<file path="src/hdl/otr_pkg.sv">
// Package for the overwriting trace ring: ring size, command codes and the
// entry and queue-operation types shared by the front, the queue and the back.
// No dependencies.
`default_nettype none

package otr_pkg;

    // Ring size. The slot is taken from the low bits of a position, so this must be
    // a power of two between 2 and 4096.
    localparam int RING_ENTRIES = 64;
    localparam int SLOT_W       = $clog2(RING_ENTRIES);

    localparam logic [1:0] CMD_RECORD = 2'd0;
    localparam logic [1:0] CMD_UNWIND = 2'd1;
    localparam logic [1:0] CMD_READ   = 2'd2;

    // Distance from the oldest kept position to the current depth when full.
    localparam logic [31:0] RING_SPAN = 32'(RING_ENTRIES - 1);
    localparam logic [31:0] RING_SIZE = 32'(RING_ENTRIES);

    typedef struct packed {
        logic [31:0] frame_mark;
        logic [63:0] function_ref;
        logic [63:0] variable_ref;
        logic [63:0] type_label_ref;
        logic [63:0] value_address;
        logic [3:0]  value_kind;
        logic [15:0] value_bytes;
    } entry_t;

    // One classified transaction on its way from the front to the back.
    typedef struct packed {
        logic              is_write;
        logic              hit;
        logic [SLOT_W-1:0] slot;
        entry_t            data;
        logic [31:0]       depth;
        logic [31:0]       lost;
    } op_t;

endpackage

`default_nettype wire

</file>
<file path="src/hdl/otr_front.sv">
// Front of the trace ring: accepts commands, keeps the depth and loss counters and
// turns each transaction into a ring operation for the back. Depends on otr_pkg.
`default_nettype none

module otr_front (
    input  wire logic                 aclk,
    input  wire logic                 aresetn,
    input  wire logic                 accept,
    input  wire logic [1:0]           command,
    input  wire logic [31:0]          frame_mark,
    input  wire logic [63:0]          function_ref,
    input  wire logic [63:0]          variable_ref,
    input  wire logic [63:0]          type_label_ref,
    input  wire logic [63:0]          value_address,
    input  wire logic [3:0]           value_kind,
    input  wire logic [15:0]          value_bytes,
    input  wire logic [31:0]          read_index,
    output otr_pkg::op_t              op
);

    logic [31:0] depth_reg, depth_next;
    logic [31:0] lost_reg, lost_next;
    logic [31:0] first_kept_pos;
    logic [31:0] live_now;
    logic [31:0] read_pos;

    always_comb begin
        first_kept_pos = depth_reg - otr_pkg::RING_SPAN;
        live_now       = depth_reg - lost_reg;
        read_pos       = lost_reg + read_index;

        depth_next = depth_reg;
        lost_next  = lost_reg;

        op.is_write            = 1'b0;
        op.hit                 = 1'b0;
        op.slot                = read_pos[otr_pkg::SLOT_W-1:0];
        op.data.frame_mark     = frame_mark;
        op.data.function_ref   = function_ref;
        op.data.variable_ref   = variable_ref;
        op.data.type_label_ref = type_label_ref;
        op.data.value_address  = value_address;
        op.data.value_kind     = value_kind;
        op.data.value_bytes    = value_bytes;

        unique case (command)
            otr_pkg::CMD_RECORD: begin
                // A full ring overwrites its oldest entry, which then counts as lost.
                if (depth_reg >= otr_pkg::RING_SIZE && first_kept_pos > lost_reg) begin
                    lost_next = first_kept_pos;
                end
                depth_next  = depth_reg + 32'd1;
                op.is_write = 1'b1;
                op.slot     = depth_reg[otr_pkg::SLOT_W-1:0];
            end
            otr_pkg::CMD_UNWIND: begin
                if (frame_mark < depth_reg) begin
                    depth_next = frame_mark;
                    if (lost_reg > frame_mark) begin
                        lost_next = frame_mark;
                    end
                end
            end
            otr_pkg::CMD_READ: begin
                op.hit = read_index < live_now;
            end
            default: begin
            end
        endcase

        op.depth = depth_next;
        op.lost  = lost_next;
    end

    always_ff @(posedge aclk) begin
        if (!aresetn) begin
            depth_reg <= '0;
            lost_reg  <= '0;
        end else if (accept) begin
            depth_reg <= depth_next;
            lost_reg  <= lost_next;
        end
    end

endmodule

`default_nettype wire

</file>
<file path="config.mk">
export PLATFORM = sky130hd
export DESIGN_NAME = otr_front
export DESIGN_NICKNAME = d
export VERILOG_FILES = /design/src/hdl/otr_pkg.sv /design/src/hdl/otr_front.sv
export SDC_FILE = /design/constraint.sdc
export NUM_CORES = 1
export LEC_CHECK = 0
export BUFFER_PORTS_ARGS = -buffer_cell sky130_fd_sc_hd__buf_4
export CELL_PAD_IN_SITES_DETAIL_PLACEMENT = 0
export CELL_PAD_IN_SITES_GLOBAL_PLACEMENT = 2
export CORE_AREA = 5 5 278 280
export CTS_BUF_LIST = sky130_fd_sc_hd__clkbuf_16
export CTS_CLUSTER_SIZE = 14
export DETAILED_ROUTE_END_ITERATION = 10
export DIE_AREA = 0 0 283 285
export PLACE_DENSITY = 0.7
export RECOVER_POWER = 50
export SLEW_MARGIN = 25
export SYNTH_ARGS = -nofsm -noshare
export SYNTH_HDL_FRONTEND = slang
export SYNTH_SLANG_ARGS = --single-unit
</file>
<file path="constraint.sdc">
create_clock -name aclk -period 4.95 [get_ports aclk]
set_input_delay 0.99 -clock aclk [delete_from_list [all_inputs] [get_ports aclk]]
set_output_delay 0.99 -clock aclk [all_outputs]
set_load 0.05 [all_outputs]
</file>
==> impl_results.md, run 1 <==
* Final hold vios at 0
* Sink Count at 64
* Max-cap check violation count at 0
* Async SR Flop Fraction at 0%
* Fin crit period at 5.572 ns
* Post-route cell area at 15910 um2
* Diodes inserted at 0
* Sequential fraction of the synthesis area at 11.01%
* Fillers at 8267
* Worst-Margin Slew at 0.8868 ns
* Cell-internal power at 2.455 mW
* Total congestion overflow at 0
* Critical path class: flip-flop to primary output
* HPWL after DPL at 48.82 mm
* Mapped cell area at 11640 um2
* WL met2 at 26.20 mm
* WL per Instance at 21.59 um
* Slowest stage delay, CP at 0.56 ns
* Rows at 100
* Clock transition at the registers of the reported paths at 0.06 ns
* Initial antenna violation count at 0
* GR Util All Layers at 13.85%
* Distinct cells, synth at 87
* Worst-skew pair later-pin latency at 0.37 ns
* Clock buffer count from CTS at 9
* Sequential power share at 12.5%
* Post-Syn Nets at 2059
* First-pass GRT wire length at 83.90 mm
* Bufs and invs on worst path at 3
* Number of synthesized flops with an enable pin at 0
* Dpl ws at -0.6252 ns
* IO Port Bufs at 172
* Total length of routed met3 wires at 4.712 mm
* Area grow syn2layout at 36.69%
* Chip width at 283 um
* R2R cell count at 19
* P_sw at 2.102 mW
* Top_reg_cell synth: dfxtp_1
* Vias per cell at 4.431
* Routed WL at 58.51 mm
* Crit path max-delay family: simple AND/OR/NAND/NOR gates
* Clock share of power at 17.5%
* LEAKAGE at 7.098 nW
* # H-tree levels at 3
* Post-DRT Antenna Nets at 0
* Cells after DPL at 2679
* Final Net Count at 2247
* Largest net degree at the start of global routing at 44
* Yosys warnings at 0
* FF+latch count, synth at 64
* Pins Over Slew Limit at 0
* Drt drc at 0
* Top cell type's share of synthesized area at 19.86%
* Period utilization at 112.6%
* CTS tree: built
* Critical-path cell list: or4_4 -> nor3_4 -> nand4_2 -> or3_4 -> nor2_4 -> nand4_1 -> xnor2_2 -> ha_1 -> nand4_1 -> nor3_1 -> or3_4 -> o211ai_1 -> buf_4 -> buf_6 -> nor2_2 -> a21oi_2 -> a21boi_4 -> buf_6
* Peak VDD IR at 161.6 uV
* RR Startpoint: depth_reg[7]
* Total iterations of the first detailed-routing run at 5
* Via Count at 12010
* GPL Wtd Cong at 0.8797
* Run status: finished with violations
* Post-synth top area cell: buf_4
* Placement Cell Area at 14640 um2
* Post-CTS Hold Buffers at 0
* Layout cells sized above 1 at 41.18%
* Top cells by area, synth: buf_4 (20%), ha_1 (18%), dfxtp_1 (11%), o21ai_0 (4.4%), a21oi_1 (4.1%)
* Initial DRC count at 842
* CP required at 3.96 ns
* Die area at 80660 um2
* Hold Path End: lost_reg[28]
* Count leader, synth: buf_4
* Slew margin rel. at 40.26%
* Wl on met1 at 25.42 mm
* Final Total Pwr at 4.557 mW
* Hold Crit Depth at 1
* CP Launch Type: flip-flop
* Clock Path Buffers at 2
* Count of final setup violators at 33
* Max Clock Freq at 0.1795 GHz
* CP arrival at 4.58 ns
* Starting Density at 15.69%
* Syn avg cell area at 7.520 um2
* Root buffer cell: clkbuf_16
* Power Density at 286.4 nW/um2
* Synth Instances at 1548
* Sw frac at 46.14%
* Uppermost layer routed: met4
* Most common library cells after synthesis: buf_4 (308), ha_1 (164), inv_1 (115)
* Worst-path fanout max at 4
* WHS at 0.4876 ns
* Number of global-route vias before repair at 12330
* Source of the worst hold timing path: lost_reg[28]
* Final Worst Setup Slack at -0.6216 ns
* Failing checks: negative setup slack
* Core area at 74200 um2
* Top-Level Pins at 725
* Final Non-Filler Cells at 2710
* CP Capture Type: primary output
* Die height at 285 um
* R2R setup slack at 0.31 ns
* RSZ-0062 raised after global routing: yes
* Hold WC Path Type: flip-flop to flip-flop
* Setup Skew at 0.01184 ns
* FF-to-FF End: lost_reg[0]
* CP max-delay cell: or4_4
* Comb power frac at 70.0%
cells by family (layout without fill, tap and decap cells):
kind of cell / after synthesis / count (layout) / share of synthesized area, %
compound gates: 442 / 442 / 25.28
xor+xnor: 64 / 64 / 4.880
fa+ha+maj: 166 / 166 / 17.97
buf+inv: 482 / 675 / 25.81
flops: 64 / 64 / 11.01
mux: 4 / 4 / 0.3654
simple gates: 326 / 326 / 14.69
worst max-delay path by stage:
stage	startpoint	endpoint	slack [ns]	cells past startpoint
2_1_floorplan	depth_reg[6]	op[10]	-0.14	15
3_3_place_gp	depth_reg[6]	op[0]	-0.55	21
3_5_place_dp	depth_reg[6]	op[2]	-0.63	19
4_1_cts	depth_reg[7]	op[11]	-0.67	17
5_1_grt	depth_reg[7]	op[2]	-0.78	19
6_report	depth_reg[7]	op[2]	-0.62	18
layout by cell type, fill, tap and decap left out, types with 5 or more instances in the layout:
master / synthesis / final
o31ai_1: 7 / 5
nand2b_1: 12 / 12
buf_12: 0 / 9
ha_1: 164 / 162
nor2b_1: 13 / 13
dfxtp_2: 0 / 6
inv_1: 115 / 112
o211ai_1: 7 / 7
a21oi_1: 95 / 84
buf_4: 308 / 485
a211oi_1: 11 / 7
a22oi_1: 30 / 5
dfxtp_1: 64 / 57
o21ai_1: 5 / 15
clkbuf_16: 0 / 9
nor3_1: 25 / 24
o21a_1: 11 / 9
a31oi_1: 25 / 21
nand2_1: 69 / 65
nand4_1: 36 / 36
and3_1: 9 / 9
a21oi_2: 2 / 12
a22oi_2: 0 / 25
nor2_2: 3 / 6
o21bai_1: 5 / 5
or3_1: 8 / 7
a21o_1: 42 / 42
o21ai_4: 1 / 28
a22o_1: 10 / 9
buf_8: 0 / 20
xnor2_2: 1 / 6
xnor2_1: 48 / 43
o2bb2ai_1: 27 / 26
o21ai_0: 102 / 62
o22ai_1: 9 / 9
nand3_1: 30 / 30
buf_6: 3 / 27
nor2_1: 85 / 80
xor2_1: 15 / 14
what timing repair did:
| item | 4_1_cts | 5_1_grt |
|---|---|---|
| gates resized for setup | 135 | 57 |
| setup endpoints to repair | 58 | 54 |
| pin swaps | 45 | 20 |
| gates cloned | 0 | 0 |
| setup buffers | 14 | 3 |
metrics by stage:
step / setup TNS, ns / util [%]
floorplan: -2.666 / -
global placement: -15.79 / 19.73
detailed placement: -18.20 / 19.73
CTS: -19.83 / 21.12
global route: -23.96 / 21.45
finish: -18.61 / 21.45
final cells by class:
type | instances | area (um2) | area share [%]
clock buffers | 9 | 225.2 | 1.415
clock inverters | 7 | 120.1 | 0.7548
inverters | 118 | 442.9 | 2.783
multi-input cells | 1002 | 8194 | 51.49
flip-flops and latches | 64 | 1292 | 8.122
well taps | 969 | 1212 | 7.619
repair buffers | 541 | 4425 | 27.81
worst register-to-register path, delay by kind of cell (launching register included):
family,cells,cell delay (ns)
flops,1,0.32
fa+ha+maj,1,0.32
compound gates,4,0.60
xor+xnor,1,0.18
buf+inv,4,0.79
simple gates,9,2.34
per-layer routing:
metal | vias to the layer above | global-route usage [%]
li1 | 5590 | -
met1 | 5729 | 18.12
met2 | 527 | 22.26
met3 | 163 | 3.538
met4 | 0 | 4.686
met5 | - | 0
power groups by stage:
stage | Clock (mW) | Combinational (mW) | Sequential, mW
floorplan | 0 | 2.20 | 0.580
CTS | 0.818 | 3.15 | 0.569
global route | 0.836 | 3.44 | 0.573
global placement | 0 | 2.89 | 0.579
finish | 0.796 | 3.19 | 0.569
detailed placement | 0 | 2.90 | 0.580
No activity file was read; power rests on OpenSTA's default activity.
==> run 2, diff against run 1 <==
--- a/config.mk
+++ b/config.mk
@@ -7,13 +7,13 @@
 export LEC_CHECK = 0
 export BUFFER_PORTS_ARGS = -buffer_cell sky130_fd_sc_hd__buf_4
 export CELL_PAD_IN_SITES_DETAIL_PLACEMENT = 0
-export CELL_PAD_IN_SITES_GLOBAL_PLACEMENT = 2
-export CORE_AREA = 5 5 278 280
+export CELL_PAD_IN_SITES_GLOBAL_PLACEMENT = 1
+export CORE_AREA = 5 5 277 279
 export CTS_BUF_LIST = sky130_fd_sc_hd__clkbuf_16
 export CTS_CLUSTER_SIZE = 14
 export DETAILED_ROUTE_END_ITERATION = 10
-export DIE_AREA = 0 0 283 285
-export PLACE_DENSITY = 0.7
+export DIE_AREA = 0 0 282 284
+export PLACE_DENSITY = 0.58
 export RECOVER_POWER = 50
 export SLEW_MARGIN = 25
 export SYNTH_ARGS = -nofsm -noshare
==> impl_results.md, run 2 (synthesis results as in run 1) <==
* Hold WC Path Type: flip-flop to flip-flop
* CP Capture Type: primary output
* Total iterations of the first detailed-routing run at 5 (unchanged)
* Pins Over Slew Limit at 0 (unchanged)
* CP required at 3.96 ns (about the same)
* Placement Cell Area at 14540 um2 (-0.68%)
* # H-tree levels at 3 (unchanged)
* Worst-skew pair later-pin latency at 0.38 ns (about the same)
* Setup Skew at 0.01034 ns (-0.001499 ns)
* Chip width at 282 um (-0.35%)
* Dpl ws at -0.4359 ns (+0.1892 ns)
* Total congestion overflow at 0 (unchanged)
* Initial antenna violation count at 0 (unchanged)
* GR Util All Layers at 13.82% (-0.032 points)
* Power Density at 287.4 nW/um2 (+0.35%)
* First-pass GRT wire length at 81.82 mm (-2.5%)
* Max-cap check violation count at 0 (unchanged)
* Run status: finished with violations
* Diodes inserted at 0 (unchanged)
* Routed WL at 57.93 mm (-0.99%)
* Period utilization at 112.9% (+0.32 points)
* Fin crit period at 5.588 ns (+0.01601 ns)
* Clock transition at the registers of the reported paths at 0.07 ns (about the same)
* Root buffer cell: clkbuf_16
* Critical path class: flip-flop to primary output
* Vias per cell at 4.413 (-0.42%)
* IO Port Bufs at 172 (unchanged)
* Slowest stage delay, CP at 0.54 ns (-0.02 ns)
* Post-route cell area at 15800 um2 (-0.68%)
* Die area at 80090 um2 (-0.70%)
* Crit path max-delay family: simple AND/OR/NAND/NOR gates
* CP arrival at 4.60 ns (+0.02 ns)
* Bufs and invs on worst path at 3 (unchanged)
* GPL Wtd Cong at 0.9068 (+3.1%)
* Worst-path fanout max at 4 (unchanged)
* RSZ-0062 raised after global routing: yes
* Slew margin rel. at 36.83% (-3.4 points)
* Number of global-route vias before repair at 12170 (-1.3%)
* CP most frequent cell: nand4_1
* Layout cells sized above 1 at 40.73% (-0.46 points)
* Count of final setup violators at 33 (unchanged)
* Post-DRT Antenna Nets at 0 (unchanged)
* Failing checks: negative setup slack
* CP max-delay cell: or4_4
* Starting Density at 15.74% (+0.053 points)
* Rows at 100 (unchanged)
* Peak VDD IR at 175.9 uV (+8.8%)
* CTS tree: built
* Die height at 284 um (-0.35%)
* Final Net Count at 2237 (-0.45%)
* Clock buffer count from CTS at 9 (unchanged)
* Initial DRC count at 702 (-17%)
* Critical-path cell list: or4_4 -> nor3_4 -> nand4_2 -> or3_4 -> nor2_4 -> nand4_1 -> xnor2_2 -> ha_1 -> nand4_1 -> nor3_2 -> nand4_1 -> o21a_1 -> o211ai_1 -> buf_4 -> buf_6 -> nor2_4 -> a21oi_2 -> a21boi_4 -> buf_6
* HPWL after DPL at 48.06 mm (-1.6%)
* Drt drc at 0 (unchanged)
* WHS at 0.4898 ns (+0.002289 ns)
* Commonest non-fill, non-tap cells in the layout: buf_4 (476), ha_1 (163), inv_1 (112)
* Area grow syn2layout at 35.76%
* Clock Path Buffers at 2 (unchanged)
* Largest net degree at the start of global routing at 44 (unchanged)
* Commonest non-fill, non-tap cell in the layout: buf_4
* Worst-Margin Slew at 0.9465 ns (+0.05970 ns)
* Final Worst Setup Slack at -0.6376 ns (-0.01601 ns)
* Via Count at 11910 (-0.79%)
* Core area at 73950 um2 (-0.34%)
* Final hold vios at 0 (unchanged)
* WL per Instance at 21.45 um (-0.62%)
* Post-CTS Hold Buffers at 0 (unchanged)
* CP Launch Type: flip-flop
* Max Clock Freq at 0.1790 GHz (-0.29%)
* Top-Level Pins at 725 (unchanged)
* Sink Count at 64 (unchanged)
* LEAKAGE at 7.063 nW (-0.49%)
## run 2: cell count changes in the layout (fill, tap and decap cells not counted), moves of 3 or more
cell and delta:
o21ai_2 +4, nor2_4 +3, buf_4 -9, o21ai_4 -4, buf_8 -5
## run 2: worst reg2reg max path, cell delays in order (launching register included)
cell,delay [ns]
dfxtp_4,0.34
or4_4,0.54
nor3_4,0.20
nand4_2,0.17
or3_4,0.41
nor2_4,0.12
nand4_1,0.15
xnor2_2,0.18
ha_1,0.33
nand4_1,0.12
nor3_2,0.27
nand4_1,0.14
o21a_1,0.23
o211ai_1,0.10
buf_4,0.18
o21ai_4,0.11
buf_12,0.19
buf_4,0.15
buf_4,0.13
a21oi_4,0.17
buf_12,0.20
o2bb2ai_1,0.17
## run 2: cell type report
cell class	count	area (um2)
Fill cell	8197	58140
Sequential cell	64	1290
Inverter	118	442.9
Tap cell	969	1212
Clock buffer	9	225.2
Multi-Input combinational cell	1002	8130
Clock inverter	7	120.1
Timing Repair Buffer	531	4383
## run 2: per-stage QoR
stage          setup TNS (ns)  total power [mW]  cells  utilization [%]
4_1_cts                -21.18             4.499   2695            21.00
2_1_floorplan          -2.666             2.781   1548                -
3_3_place_gp           -8.118             3.450   2662            19.66
3_5_place_dp           -13.22             3.465   2662            19.66
6_report               -18.11             4.542   2700            21.37
5_1_grt                -23.46             4.826   2700            21.37
## run 2: where the power goes
part / total [mW] / switching [mW] / internal, mW
logic: 3.17 / 1.78 / 1.39
clock network: 0.802 / 0.309 / 0.493
registers: 0.569 / 0.0247 / 0.545
total: 4.54 / 2.12 / 2.43
## run 2: worst paths after layout
| path | slack (ns) | start | depth (start not counted) | endpoint |
|---|---|---|---|---|
| max reg2reg | 0.26 | depth_reg[6] | 21 | lost_reg[0] |
| min reg2reg | 0.49 | lost_reg[21] | 1 | lost_reg[21] |
| min | 0.49 | lost_reg[21] | 1 | lost_reg[21] |
| max | -0.64 | depth_reg[6] | 19 | op[2] |
## run 2: metal layers
layer | vias up | track usage (%) | part of all wire [%]
met1 | 5664 | 17.71 | 43
met5 | - | 0 | 0
met4 | 0 | 5.165 | 3.8
met2 | 521 | 21.50 | 44
met3 | 148 | 4.640 | 8.9
li1 | 5581 | - | -
## run 2: what timing repair did
action,CTS,global route
resized for setup,114,56
setup endpoints to repair,58,78
gates cloned,2,1
setup buffers,15,4
pin swaps,41,18
