===== src/hdl/otr_pkg.sv =====
// Package for the overwriting trace ring: ring size, command codes and the
// entry and queue-operation types shared by the front, the queue and the back.
// No dependencies.
`default_nettype none

package otr_pkg;

    // Ring size. The slot is taken from the low bits of a position, so this must be
    // a power of two between 2 and 4096.
    localparam int RING_ENTRIES = 64;
    localparam int SLOT_W       = $clog2(RING_ENTRIES);

    localparam logic [1:0] CMD_RECORD = 2'd0;
    localparam logic [1:0] CMD_UNWIND = 2'd1;
    localparam logic [1:0] CMD_READ   = 2'd2;

    // Distance from the oldest kept position to the current depth when full.
    localparam logic [31:0] RING_SPAN = 32'(RING_ENTRIES - 1);
    localparam logic [31:0] RING_SIZE = 32'(RING_ENTRIES);

    typedef struct packed {
        logic [31:0] frame_mark;
        logic [63:0] function_ref;
        logic [63:0] variable_ref;
        logic [63:0] type_label_ref;
        logic [63:0] value_address;
        logic [3:0]  value_kind;
        logic [15:0] value_bytes;
    } entry_t;

    // One classified transaction on its way from the front to the back.
    typedef struct packed {
        logic              is_write;
        logic              hit;
        logic [SLOT_W-1:0] slot;
        entry_t            data;
        logic [31:0]       depth;
        logic [31:0]       lost;
    } op_t;

endpackage

`default_nettype wire


===== src/hdl/otr_queue.sv =====
// Two-entry queue of ring operations between the front and the back.
// Depends on otr_pkg.
`default_nettype none

module otr_queue (
    input  wire logic   aclk,
    input  wire logic   aresetn,
    input  wire logic   push,
    input  wire otr_pkg::op_t push_op,
    output logic        full,
    input  wire logic   pop,
    output otr_pkg::op_t pop_op,
    output logic        empty
);

    otr_pkg::op_t slots_reg [2];
    logic         wr_ptr_reg, wr_ptr_next;
    logic         rd_ptr_reg, rd_ptr_next;
    logic [1:0]   count_reg, count_next;

    assign full   = count_reg == 2'd2;
    assign empty  = count_reg == 2'd0;
    assign pop_op = slots_reg[rd_ptr_reg];

    always_comb begin
        wr_ptr_next = push ? ~wr_ptr_reg : wr_ptr_reg;
        rd_ptr_next = pop ? ~rd_ptr_reg : rd_ptr_reg;
        count_next  = count_reg + {1'b0, push} - {1'b0, pop};
    end

    always_ff @(posedge aclk) begin
        if (!aresetn) begin
            wr_ptr_reg <= 1'b0;
            rd_ptr_reg <= 1'b0;
            count_reg  <= '0;
        end else begin
            wr_ptr_reg <= wr_ptr_next;
            rd_ptr_reg <= rd_ptr_next;
            count_reg  <= count_next;
        end
    end

    always_ff @(posedge aclk) begin
        if (push) begin
            slots_reg[wr_ptr_reg] <= push_op;
        end
    end

endmodule

`default_nettype wire


===== config.mk =====
export PLATFORM = sky130hd
export DESIGN_NAME = otr_queue
export DESIGN_NICKNAME = d
export VERILOG_FILES = /design/src/hdl/otr_pkg.sv /design/src/hdl/otr_queue.sv
export SDC_FILE = /design/constraint.sdc
export NUM_CORES = 1
export LEC_CHECK = 0
export ABC_CLOCK_PERIOD_IN_PS = 25800
export BUFFER_PORTS_ARGS = -buffer_cell sky130_fd_sc_hd__buf_2
export CORE_AREA = 2 2 297 299
export CTS_BUF_LIST = sky130_fd_sc_hd__clkbuf_16
export DETAILED_ROUTE_END_ITERATION = 10
export DIE_AREA = 0 0 299 301
export HOLD_SLACK_MARGIN = 0.06
export PLACE_DENSITY_LB_ADDON = 0.05
export SKIP_CTS_REPAIR_TIMING = 1
export SYNTH_ARGS = -nofsm -noshare
export SYNTH_HDL_FRONTEND = slang
export SYNTH_SLANG_ARGS = --single-unit

===== constraint.sdc =====
create_clock -name aclk -period 25.8 [get_ports aclk]
set_input_delay 2.58 -clock aclk [delete_from_list [all_inputs] [get_ports aclk]]
set_output_delay 2.58 -clock aclk [all_outputs]
set_load 0.1 [all_outputs]

==> flow_summary.json, run 1 <==
{
  "status": "completed",
  "gp_congestion": 0.773,
  "synth_top_family_by_area": "multiplexers",
  "synth_xor_xnor_area_share_pct": 0.110,
  "detail_route.first_pass.iterations": 4,
  "leakage_nw": 13.9,
  "post_synth.cell_area_avg_um2": 23.6,
  "dr_total_vias": 14400,
  "syn_area_um2": 28400,
  "routed_wire_length_per_instance_um": 23.2,
  "simple_gate_portion_of_the_synthesized_area_pct": 0.189,
  "max-cap-violations": 0,
  "use_met3_pct": 6.32,
  "areaGrowthSynthToFinish_pct": 27.2,
  "max_clock_skew_ns": 0.0201,
  "finalSetupViolations": 0,
  "route.antenna.remaining_nets": 0,
  "worst_slew_slack_as_a_fraction_of_its_limit_pct": 22.0,
  "post_synthesis_cells": 1203,
  "synth.area.mux_share_pct": 17.7,
  "groute.layer.met1.usage_pct": 16.6,
  "synth.ff_latch_count": 765,
  "class_of_the_tightest_hold_or_removal_check": "flop to flop",
  "finalWirelength_um": 76000,
  "yosysWarningCount": 0,
  "ctsRootBufferMaster": "sky130_fd_sc_hd__clkbuf_16",
  "ios": 766,
  "syn_nets": 1589,
  "number_of_global_route_vias_before_repair": 15200,
  "grt_start_max_net_pins": 163,
  "sum_neg_setup_slack_ns": 0,
  "finalHoldViolations": 0,
  "fill_cell_total_of_the_finished_layout": 7932,
  "pre_cts_slack_ns": 19.05,
  "critical-path-top-cell-by-count": "sky130_fd_sc_hd__buf_4",
  "tritoncts.num_buffers": 87,
  "area_fraction_in_compound_gates_after_synthesis_pct": 0.0264,
  "finish.cell_count_without_fillers": 3269,
  "timing.critical_path.max_delay_family": "buffers and inverters",
  "slew_at_the_pin_closest_to_its_max_slew_limit_ns": 1.17,
  "dpl_cell_area_um2": 33500,
  "number_of_placement_rows": 108,
  "critical-path-slowest-cell": "sky130_fd_sc_hd__buf_4",
  "multi_input_area_um2": 5160,
  "worstSetupEndpointType": "output pin",
  "grt_pass1_wl_um": 105000,
  "critical_path.max_stage_delay_ns": 0.98,
  "die-height_um": 301,
  "layout_cell_share_with_drive_strength_beyond_1_pct": 60.7,
  "worstSkewPairLatency_ns": 0.62,
  "cts_max_path_buffers": 3,
  "initial_cell_density_of_the_core_pct": 32.9,
  "powerDensity_nw_per_um2": 92.2,
  "final_critical_path_setup_slack_ns": 18.53,
  "cts.sink_count": 765,
  "placed_cells": 3096,
  "port_buffers": 765,
  "number_of_distinct_library_cells_after_synthesis": 15,
  "finalInstanceArea_um2": 36200,
  "tritoncts": "done",
  "fin_crit_sh_pct": 28.2,
  "clkSlewWorstSetupHoldPaths_ns": 0.06,
  "critical_path_buf_inv_count": 4,
  "layout_min_cycle_time_ns": 7.27,
  "critical_path.cell_chain": "buf_4, buf_4, buf_4, mux2_4, buf_2",
  "cts_htree_levels": 3,
  "grtUsageTotal_pct": 16.2,
  "ir_worst_vdd_uv": 55.5,
  "largest_register_ff_count": 760,
  "seq_area_frac_synth_pct": 80.6,
  "crit_path_max_fanout": 57,
  "antenna_found_initial": 47,
  "placeableCoreArea_um2": 86500,
  "detailed_place_hpwl_um": 53700,
  "slew_viol_final": 0,
  "grt_setup_unrepaired": "false",
  "floorplan.die.width_um": 299,
  "fin_total_pwr_mw": 3.33,
  "gr-max-usage-layer": "met2",
  "timing.fmax_mhz": 138,
  "detail_route.vias_per_cell": 4.41,
  "critPathRequiredTime_ns": 23.22,
  "sum_of_overflow_across_all_layers_after_global_routing": 0,
  "use_met2_pct": 29.3,
  "drt_first_iter_violations": 723,
  "fp.dieArea_um2": 90000,
  "timing.setup.critical_path_class": "flop to output pin",
  "drc": 0,
  "layout.area.seq_um2": 22900,
  "start_kind": "flop",
  "nNetsFinal": 2416,
  "critical_path_arrival_ns": 4.69,
  "synth_fa_ha_area_share_pct": 0.0880
}
layer usage:
metal | wire length, um | part of all wire, %
met5 | 234 | 0.31
met1 | 26200 | 35
met3 | 6530 | 8.6
met2 | 40600 | 53
met4 | 2430 | 3.2
power by group:
part	total [mW]	internal [mW]	leakage [nW]	switching, mW
clock	1.14	0.660	1.38	0.477
combinational	0.739	0.147	5.33	0.592
sequential	1.46	1.44	7.18	0.0169
total	3.33	2.25	13.9	1.09
Yosys cell counts:
cell type | n | share of area (%)
sky130_fd_sc_hd__and2_1 | 4 | 0.088
sky130_fd_sc_hd__buf_2 | 19 | 0.33
sky130_fd_sc_hd__buf_4 | 1 | 0.026
sky130_fd_sc_hd__buf_6 | 22 | 0.87
sky130_fd_sc_hd__dfxtp_1 | 5 | 0.35
sky130_fd_sc_hd__edfxtp_1 | 760 | 80
sky130_fd_sc_hd__ha_1 | 2 | 0.088
sky130_fd_sc_hd__inv_1 | 2 | 0.026
sky130_fd_sc_hd__mux2_2 | 180 | 7.1
sky130_fd_sc_hd__mux2_4 | 200 | 11
sky130_fd_sc_hd__nor2_1 | 1 | 0.013
sky130_fd_sc_hd__nor2b_1 | 4 | 0.088
sky130_fd_sc_hd__o21a_1 | 1 | 0.026
sky130_fd_sc_hd__xnor3_1 | 1 | 0.079
sky130_fd_sc_hd__xor2_1 | 1 | 0.031
logic make-up after synthesis:
kind of cell | Yosys count
xor+xnor | 2
compound gates | 1
flops | 765
buf+inv | 44
mux | 380
fa+ha+maj | 2
simple gates | 9
cell usage in the layout (no fill, tap or decap), drive strengths merged:
cell type    n
o21a         1
xor2         1
and2         4
xnor3        1
mux2       380
bufinv       5
ha           2
clkinvlp     2
nor2b        4
diode       15
nor2         1
inv         27
edfxtp     760
clkbuf      87
dfxtp        5
buf        780
clkinv      39
area by class of cell:
| cell class | count | area share (%) |
|---|---|---|
| Clock inverter | 71 | 1.27 |
| Inverter | 2 | 0.0208 |
| Timing Repair Buffer | 780 | 10.9 |
| Multi-Input combinational cell | 394 | 14.3 |
| Antenna cell | 15 | 0.104 |
| Sequential cell | 765 | 63.4 |
| Clock buffer | 87 | 6.02 |
| Tap cell | 1155 | 4.00 |
worst min-delay path, delay by kind of cell (launching register included):
kind                      cells  cell delay, ns
xor gates and xnor gates      1            0.07
DFF                           1            0.32
and+or+nand+nor               1            0.14
final timing paths:
check / from / to / slack (ns) / depth (start not counted)
min reg2reg: rd_ptr_reg$_SDFFE_PN0P_ / flop / 0.58 / 2
min: rd_ptr_reg$_SDFFE_PN0P_ / flop / 0.58 / 2
max: flop / pop_op[208] / 18.53 / 5
max reg2reg: wr_ptr_reg$_SDFFE_PN0P_ / slots_reg[1][352]$_DFFE_PP_ / 22.38 / 3
stage by stage:
stage                     hold WS (ns)  utilization (%)
after floorplan                  0.555                -
after global placement           0.565             38.7
after detailed placement         0.563             38.7
after CTS                        0.576             41.8
after global routing             0.618             41.8
final                            0.575             41.8
Power figures use the tool's default switching activity.
==> run 2, diff against run 1 <==
--- a/config.mk
+++ b/config.mk
@@ -5,7 +5,7 @@
 export SDC_FILE = /design/constraint.sdc
 export NUM_CORES = 1
 export LEC_CHECK = 0
-export ABC_CLOCK_PERIOD_IN_PS = 25800
+export ABC_CLOCK_PERIOD_IN_PS = 7650
 export BUFFER_PORTS_ARGS = -buffer_cell sky130_fd_sc_hd__buf_2
 export CORE_AREA = 2 2 297 299
 export CTS_BUF_LIST = sky130_fd_sc_hd__clkbuf_16
==> constraint.sdc (replaced) <==
create_clock -name aclk -period 7.65 [get_ports aclk]
set_input_delay 0.765 -clock aclk [delete_from_list [all_inputs] [get_ports aclk]]
set_output_delay 0.765 -clock aclk [all_outputs]
set_load 0.1 [all_outputs]
==> flow_summary.json, run 2 (synthesized netlist as in run 1, its figures left out) <==
{
  "status": "completed",
  "grt_pass1_wl_um": 105000,
  "critical-path-slowest-cell": "sky130_fd_sc_hd__dfxtp_4",
  "detail_route.first_pass.iterations": 4,
  "finish.cell_count_without_fillers": 3258,
  "detailed_place_hpwl_um": 53000,
  "clkSlewWorstSetupHoldPaths_ns": 0.06,
  "slew_at_the_pin_closest_to_its_max_slew_limit_ns": 1.33,
  "gp_congestion": 0.793,
  "finalSetupViolations": 0,
  "sum_neg_setup_slack_ns": 0,
  "ios": 766,
  "layout_cell_share_with_drive_strength_beyond_1_pct": 61.1,
  "fin_crit_sh_pct": 50.7,
  "critical_path_buf_inv_count": 2,
  "number_of_placement_rows": 108,
  "largest_register_ff_count": 760,
  "max_clock_skew_ns": 0.0170,
  "critical_path.max_stage_delay_ns": 0.68,
  "finalHoldViolations": 0,
  "slew_viol_final": 0,
  "final_core_util_pct": 41.9,
  "cts_max_path_buffers": 3,
  "leakage_nw": 13.9,
  "cp_num_cells": 3,
  "fp.dieArea_um2": 90000,
  "final_common_cell": "sky130_fd_sc_hd__buf_2",
  "whs_path_depth": 1,
  "routed_wire_length_per_instance_um": 23.5,
  "grt_start_max_net_pins": 164,
  "grt_setup_unrepaired": "false",
  "critical_path_arrival_ns": 3.11,
  "worstSetupEndpointType": "output pin",
  "crit_path_max_fanout": 153,
  "most-common-layout-cells": "sky130_fd_sc_hd__buf_2, sky130_fd_sc_hd__edfxtp_1, sky130_fd_sc_hd__mux2_4",
  "worst_slew_slack_as_a_fraction_of_its_limit_pct": 11.6,
  "initial_cell_density_of_the_core_pct": 32.9,
  "critical_path.cell_chain": "buf_12, mux2_4, buf_2",
  "tritoncts.num_buffers": 84,
  "antenna_found_initial": 52,
  "ctsRootBufferMaster": "sky130_fd_sc_hd__clkbuf_16",
  "sum_of_overflow_across_all_layers_after_global_routing": 0,
  "placed_cells": 3089,
  "finalWirelength_um": 76400,
  "route.antenna.remaining_nets": 0,
  "number_of_global_route_vias_before_repair": 15200,
  "detail_route.vias_per_cell": 4.43,
  "worstSkewPairLatency_ns": 0.62,
  "areaGrowthSynthToFinish_pct": 27.6,
  "placeableCoreArea_um2": 86500,
  "timing.critical_path.max_delay_family": "buffers and inverters",
  "drt_first_iter_violations": 713,
  "class_of_the_tightest_hold_or_removal_check": "input port to flop",
  "timing.fmax_mhz": 258,
  "start_kind": "flop",
  "timing.setup.critical_path_class": "flop to output pin",
  "grtUsageTotal_pct": 16.3,
  "critPathRequiredTime_ns": 6.88,
  "cts_htree_levels": 3,
  "powerDensity_nw_per_um2": 314,
  "floorplan.die.width_um": 299,
  "die-height_um": 301,
  "port_buffers": 765,
  "nNetsFinal": 2406,
  "max-cap-violations": 0,
  "ir_worst_vdd_uv": 212,
  "layout_min_cycle_time_ns": 3.88,
  "dr_total_vias": 14400,
  "worstRegToRegCells": 3,
  "drc": 0,
  "cts.sink_count": 765,
  "tritoncts": "done"
}
run 2: cell types whose count changed in the layout (fill, tap and decap cells not counted):
| cell | before | now |
|---|---|---|
| sky130_fd_sc_hd__buf_4 | 14 | 2 |
| sky130_fd_sc_hd__inv_1 | 25 | 17 |
| sky130_fd_sc_hd__buf_12 | 1 | 6 |
| sky130_fd_sc_hd__bufinv_16 | 5 | 10 |
| sky130_fd_sc_hd__clkinv_1 | 23 | 18 |
| sky130_fd_sc_hd__diode_2 | 15 | 20 |
| sky130_fd_sc_hd__clkbuf_16 | 87 | 86 |
| sky130_fd_sc_hd__clkinv_8 | 2 | 1 |
| sky130_fd_sc_hd__inv_16 | 0 | 1 |
run 2: through the flow:
stage / setup WS (ns) / hold WS [ns] / cell area, um^2 / total power [mW]
floorplan: 0.764 / 0.555 / 28400 / 7.09
global placement: 4.37 / 0.562 / 33500 / 7.51
detailed placement: 4.36 / 0.561 / 33500 / 7.52
CTS: 3.67 / 0.279 / 36200 / 11.6
global route: 3.62 / 0.293 / 36200 / 11.8
finish: 3.77 / 0.327 / 36300 / 11.4
run 2: layout make-up:
class	instances	area [um^2]
clock inverters	63	563
well taps	1155	1450
repair buffers	773	3960
flip-flops and latches	765	22900
fillers	7859	50200
inverters	2	7.51
multi-input cells	394	5160
clock buffers	86	2150
diodes	20	50.0
run 2: worst register-to-register path, stage by stage, from the launching register on:
cell                      delay [ns]
sky130_fd_sc_hd__dfxtp_1        0.34
sky130_fd_sc_hd__nor2b_4        0.15
sky130_fd_sc_hd__buf_12         0.57
sky130_fd_sc_hd__buf_12         1.01
run 2: path summary, 6_finish.rpt:
| check | startpoint | to | slack, ns |
|---|---|---|---|
| hold / removal | push_op[170] | slots_reg[0][170]$_DFFE_PP_ | 0.33 |
| hold reg to reg | rd_ptr_reg$_SDFFE_PN0P_ | flop | 0.57 |
| setup reg to reg | wr_ptr_reg$_SDFFE_PN0P_ | slots_reg[0][53]$_DFFE_PP_ | 5.06 |
| setup / recovery | flop | pop_op[265] | 3.77 |
run 2: where the power goes:
group / internal [mW] / total [mW] / switching (mW)
sequential: 4.86 / 4.92 / 0.0590
combinational: 0.505 / 2.49 / 1.99
clock: 2.37 / 3.98 / 1.61
total: 7.73 / 11.4 / 3.66
run 2: per-layer routing:
| layer | track usage, % | wire length (um) |
|---|---|---|
| met3 | 5.48 | 5660 |
| met1 | 17.2 | 26900 |
| met2 | 29.6 | 41200 |
| met5 | 0 | 197 |
| met4 | 6.61 | 2470 |
==> run 3, diff against run 2 <==
--- a/config.mk
+++ b/config.mk
@@ -5,7 +5,8 @@
 export SDC_FILE = /design/constraint.sdc
 export NUM_CORES = 1
 export LEC_CHECK = 0
-export ABC_CLOCK_PERIOD_IN_PS = 7650
+export ABC_AREA = 1
+export ABC_CLOCK_PERIOD_IN_PS = 3750
 export BUFFER_PORTS_ARGS = -buffer_cell sky130_fd_sc_hd__buf_2
 export CORE_AREA = 2 2 297 299
 export CTS_BUF_LIST = sky130_fd_sc_hd__clkbuf_16
==> constraint.sdc (replaced) <==
create_clock -name aclk -period 3.75 [get_ports aclk]
set_input_delay 0.375 -clock aclk [delete_from_list [all_inputs] [get_ports aclk]]
set_output_delay 0.375 -clock aclk [all_outputs]
set_load 0.1 [all_outputs]
==> flow_summary.json, run 3 <==
{
  "status": "completed",
  "seq_area_frac_synth_pct": 80.6,
  "use_met2_pct": 29.2,
  "worst_slew_slack_as_a_fraction_of_its_limit_pct": 52.0,
  "critPathRequiredTime_ns": 3.38,
  "drt_first_iter_violations": 762,
  "post_synth.cell_area_avg_um2": 23.4,
  "clkSlewWorstSetupHoldPaths_ns": 0.05,
  "layout_min_cycle_time_ns": 2.95,
  "pre_cts_slack_ns": 1.40,
  "route.antenna.remaining_nets": 0,
  "grt_pass1_wl_um": 107000,
  "slew_viol_final": 0,
  "fp.dieArea_um2": 90000,
  "nNetsFinal": 2822,
  "routed_wire_length_per_instance_um": 21.4,
  "crit_path_max_fanout": 71,
  "final_core_util_pct": 46.6,
  "critical_path_buf_inv_count": 2,
  "powerDensity_nw_per_um2": 565,
  "cts_max_path_buffers": 3,
  "dpl_cell_area_um2": 33800,
  "max-cap-violations": 0,
  "critical_path.cell_chain": "buf_12, mux2_4, buf_2",
  "critical_path.max_stage_delay_ns": 0.61,
  "most-common-layout-cells": "sky130_fd_sc_hd__buf_2, sky130_fd_sc_hd__edfxtp_1, sky130_fd_sc_hd__dlygate4sd3_1",
  "gr-max-usage-layer": "met2",
  "number_of_placement_rows": 108,
  "grtUsageTotal_pct": 16.5,
  "largest_register_ff_count": 760,
  "yosysTopAreaCellShare_pct": 80.2,
  "cts_htree_levels": 3,
  "drc": 0,
  "class_of_the_tightest_hold_or_removal_check": "input port to flop",
  "dr_total_vias": 15900,
  "synth-edff-count": 760,
  "critical_path_arrival_ns": 2.58,
  "initial_cell_density_of_the_core_pct": 32.9,
  "tritoncts": "done",
  "detail_route.vias_per_cell": 4.33,
  "detailed_place_hpwl_um": 55200,
  "dominantRegCellSynth": "sky130_fd_sc_hd__edfxtp_1",
  "areaGrowthSynthToFinish_pct": 41.6,
  "sum_neg_setup_slack_ns": 0,
  "max_clock_skew_ns": 0.0171,
  "placed_cells": 3120,
  "gp_congestion": 0.787,
  "synthTopCellsByCount": "sky130_fd_sc_hd__edfxtp_1, sky130_fd_sc_hd__mux2_4, sky130_fd_sc_hd__mux2_2",
  "syn_nets": 1601,
  "synthMostInstantiatedCell": "sky130_fd_sc_hd__edfxtp_1",
  "finalWirelength_um": 78400,
  "ios": 766,
  "worstSkewPairLatency_ns": 0.61,
  "grt_start_max_net_pins": 82,
  "ctsRootBufferMaster": "sky130_fd_sc_hd__clkbuf_16",
  "port_buffers": 765,
  "tritoncts.num_buffers": 87,
  "grt_setup_unrepaired": "false",
  "start_kind": "flop",
  "syn_area_um2": 28500,
  "fin_total_pwr_mw": 22.8,
  "finish.cell_count_without_fillers": 3672,
  "detail_route.first_pass.iterations": 5,
  "finalInstanceArea_um2": 40300,
  "sum_of_overflow_across_all_layers_after_global_routing": 0,
  "yosysWarningCount": 0,
  "final_common_cell": "sky130_fd_sc_hd__buf_2",
  "timing.critical_path.max_delay_family": "buffers and inverters",
  "leakage_nw": 15.6,
  "layout_cell_share_with_drive_strength_beyond_1_pct": 51.2,
  "number_of_distinct_library_cells_after_synthesis": 13,
  "async_flop_share_pct": 0,
  "synth.ff_latch_count": 765,
  "placeableCoreArea_um2": 86500,
  "timing.setup.critical_path_class": "flop to output pin",
  "fill_cell_total_of_the_finished_layout": 7699,
  "critical-path-slowest-cell": "sky130_fd_sc_hd__dfxtp_4",
  "ir_worst_vdd_uv": 343,
  "timing.hold.ws_ns": 0.153,
  "post_synthesis_cells": 1215,
  "use_met3_pct": 5.98,
  "final_critical_path_setup_slack_ns": 0.799,
  "floorplan.die.width_um": 299,
  "groute.layer.met1.usage_pct": 17.8,
  "ys_top_cells_by_area": "sky130_fd_sc_hd__edfxtp_1, sky130_fd_sc_hd__mux2_4, sky130_fd_sc_hd__mux2_2",
  "fin_crit_sh_pct": 78.7,
  "finalHoldViolations": 0,
  "number_of_global_route_vias_before_repair": 15500,
  "worstSetupEndpointType": "output pin",
  "die-height_um": 301,
  "timing.fmax_mhz": 339,
  "synth.largest_area_cell": "sky130_fd_sc_hd__edfxtp_1",
  "finalSetupViolations": 0,
  "cts.sink_count": 765,
  "antenna_found_initial": 12,
  "slew_at_the_pin_closest_to_its_max_slew_limit_ns": 0.719
}
run 3: changes by cell type in the layout (fill, tap and decap cells not counted), sizes merged, moves of 4 or more:
cell,change
and2,-4
buf,+19
bufinv,-5
clkinv,+6
diode,-7
dlygate4sd3,+382
inv,+11
nand2,+8
nor2,+8
nor2b,-4
run 3: metal layers:
metal	part of all wire (%)	vias up
li1	-	7316
met1	38	7908
met2	53	535
met3	6.9	122
met4	2.9	4
met5	0.018	-
run 3: area by class of cell:
cell class / count / area [um^2] / area share [%]
multi-input combinational: 401 / 5150 / 12.8
sequential: 765 / 22900 / 56.9
clock buffer: 87 / 2180 / 5.40
timing repair buffer: 1174 / 8070 / 20.0
clock inverter: 70 / 447 / 1.11
inverter: 7 / 42.5 / 0.106
tap: 1155 / 1450 / 3.59
antenna: 13 / 32.5 / 0.0807
run 3: logic make-up (layout without fill, tap and decap cells):
logic type      after synthesis  after routing  synth area share (%)
flops                       765            765                  80.6
mux                         380            380                  17.7
buf+inv                      49           1338                  1.41
simple gates                 18             18                 0.242
fa+ha+maj                     2              2                0.0879
compound gates                1              1                0.0176
other cells                   0             13                     0
run 3: worst paths after layout:
check / from / endpoint / slack, ns / cells after the start
hold reg to reg: rd_ptr_reg$_SDFFE_PN0P_ / rd_ptr_reg$_SDFFE_PN0P_ / 0.50 / 2
setup / recovery: flop / pop_op[231] / 0.80 / 3
setup reg to reg: wr_ptr_reg$_SDFFE_PN0P_ / slots_reg[1][56]$_DFFE_PP_ / 1.83 / 3
hold / removal: push / wr_ptr_reg$_SDFFE_PN0P_ / 0.15 / 3
run 3: report_power, final:
part	switching (mW)	internal, mW
sequential	0.111	9.92
combinational	3.72	1.18
clock	3.29	4.53
total	7.12	15.6
run 3: worst reg2reg max path, stage by stage, from the launching register on:
cell,delay (ns)
sky130_fd_sc_hd__dfxtp_2,0.41
sky130_fd_sc_hd__nand2_8,0.06
sky130_fd_sc_hd__clkinvlp_4,0.49
sky130_fd_sc_hd__buf_4,0.56
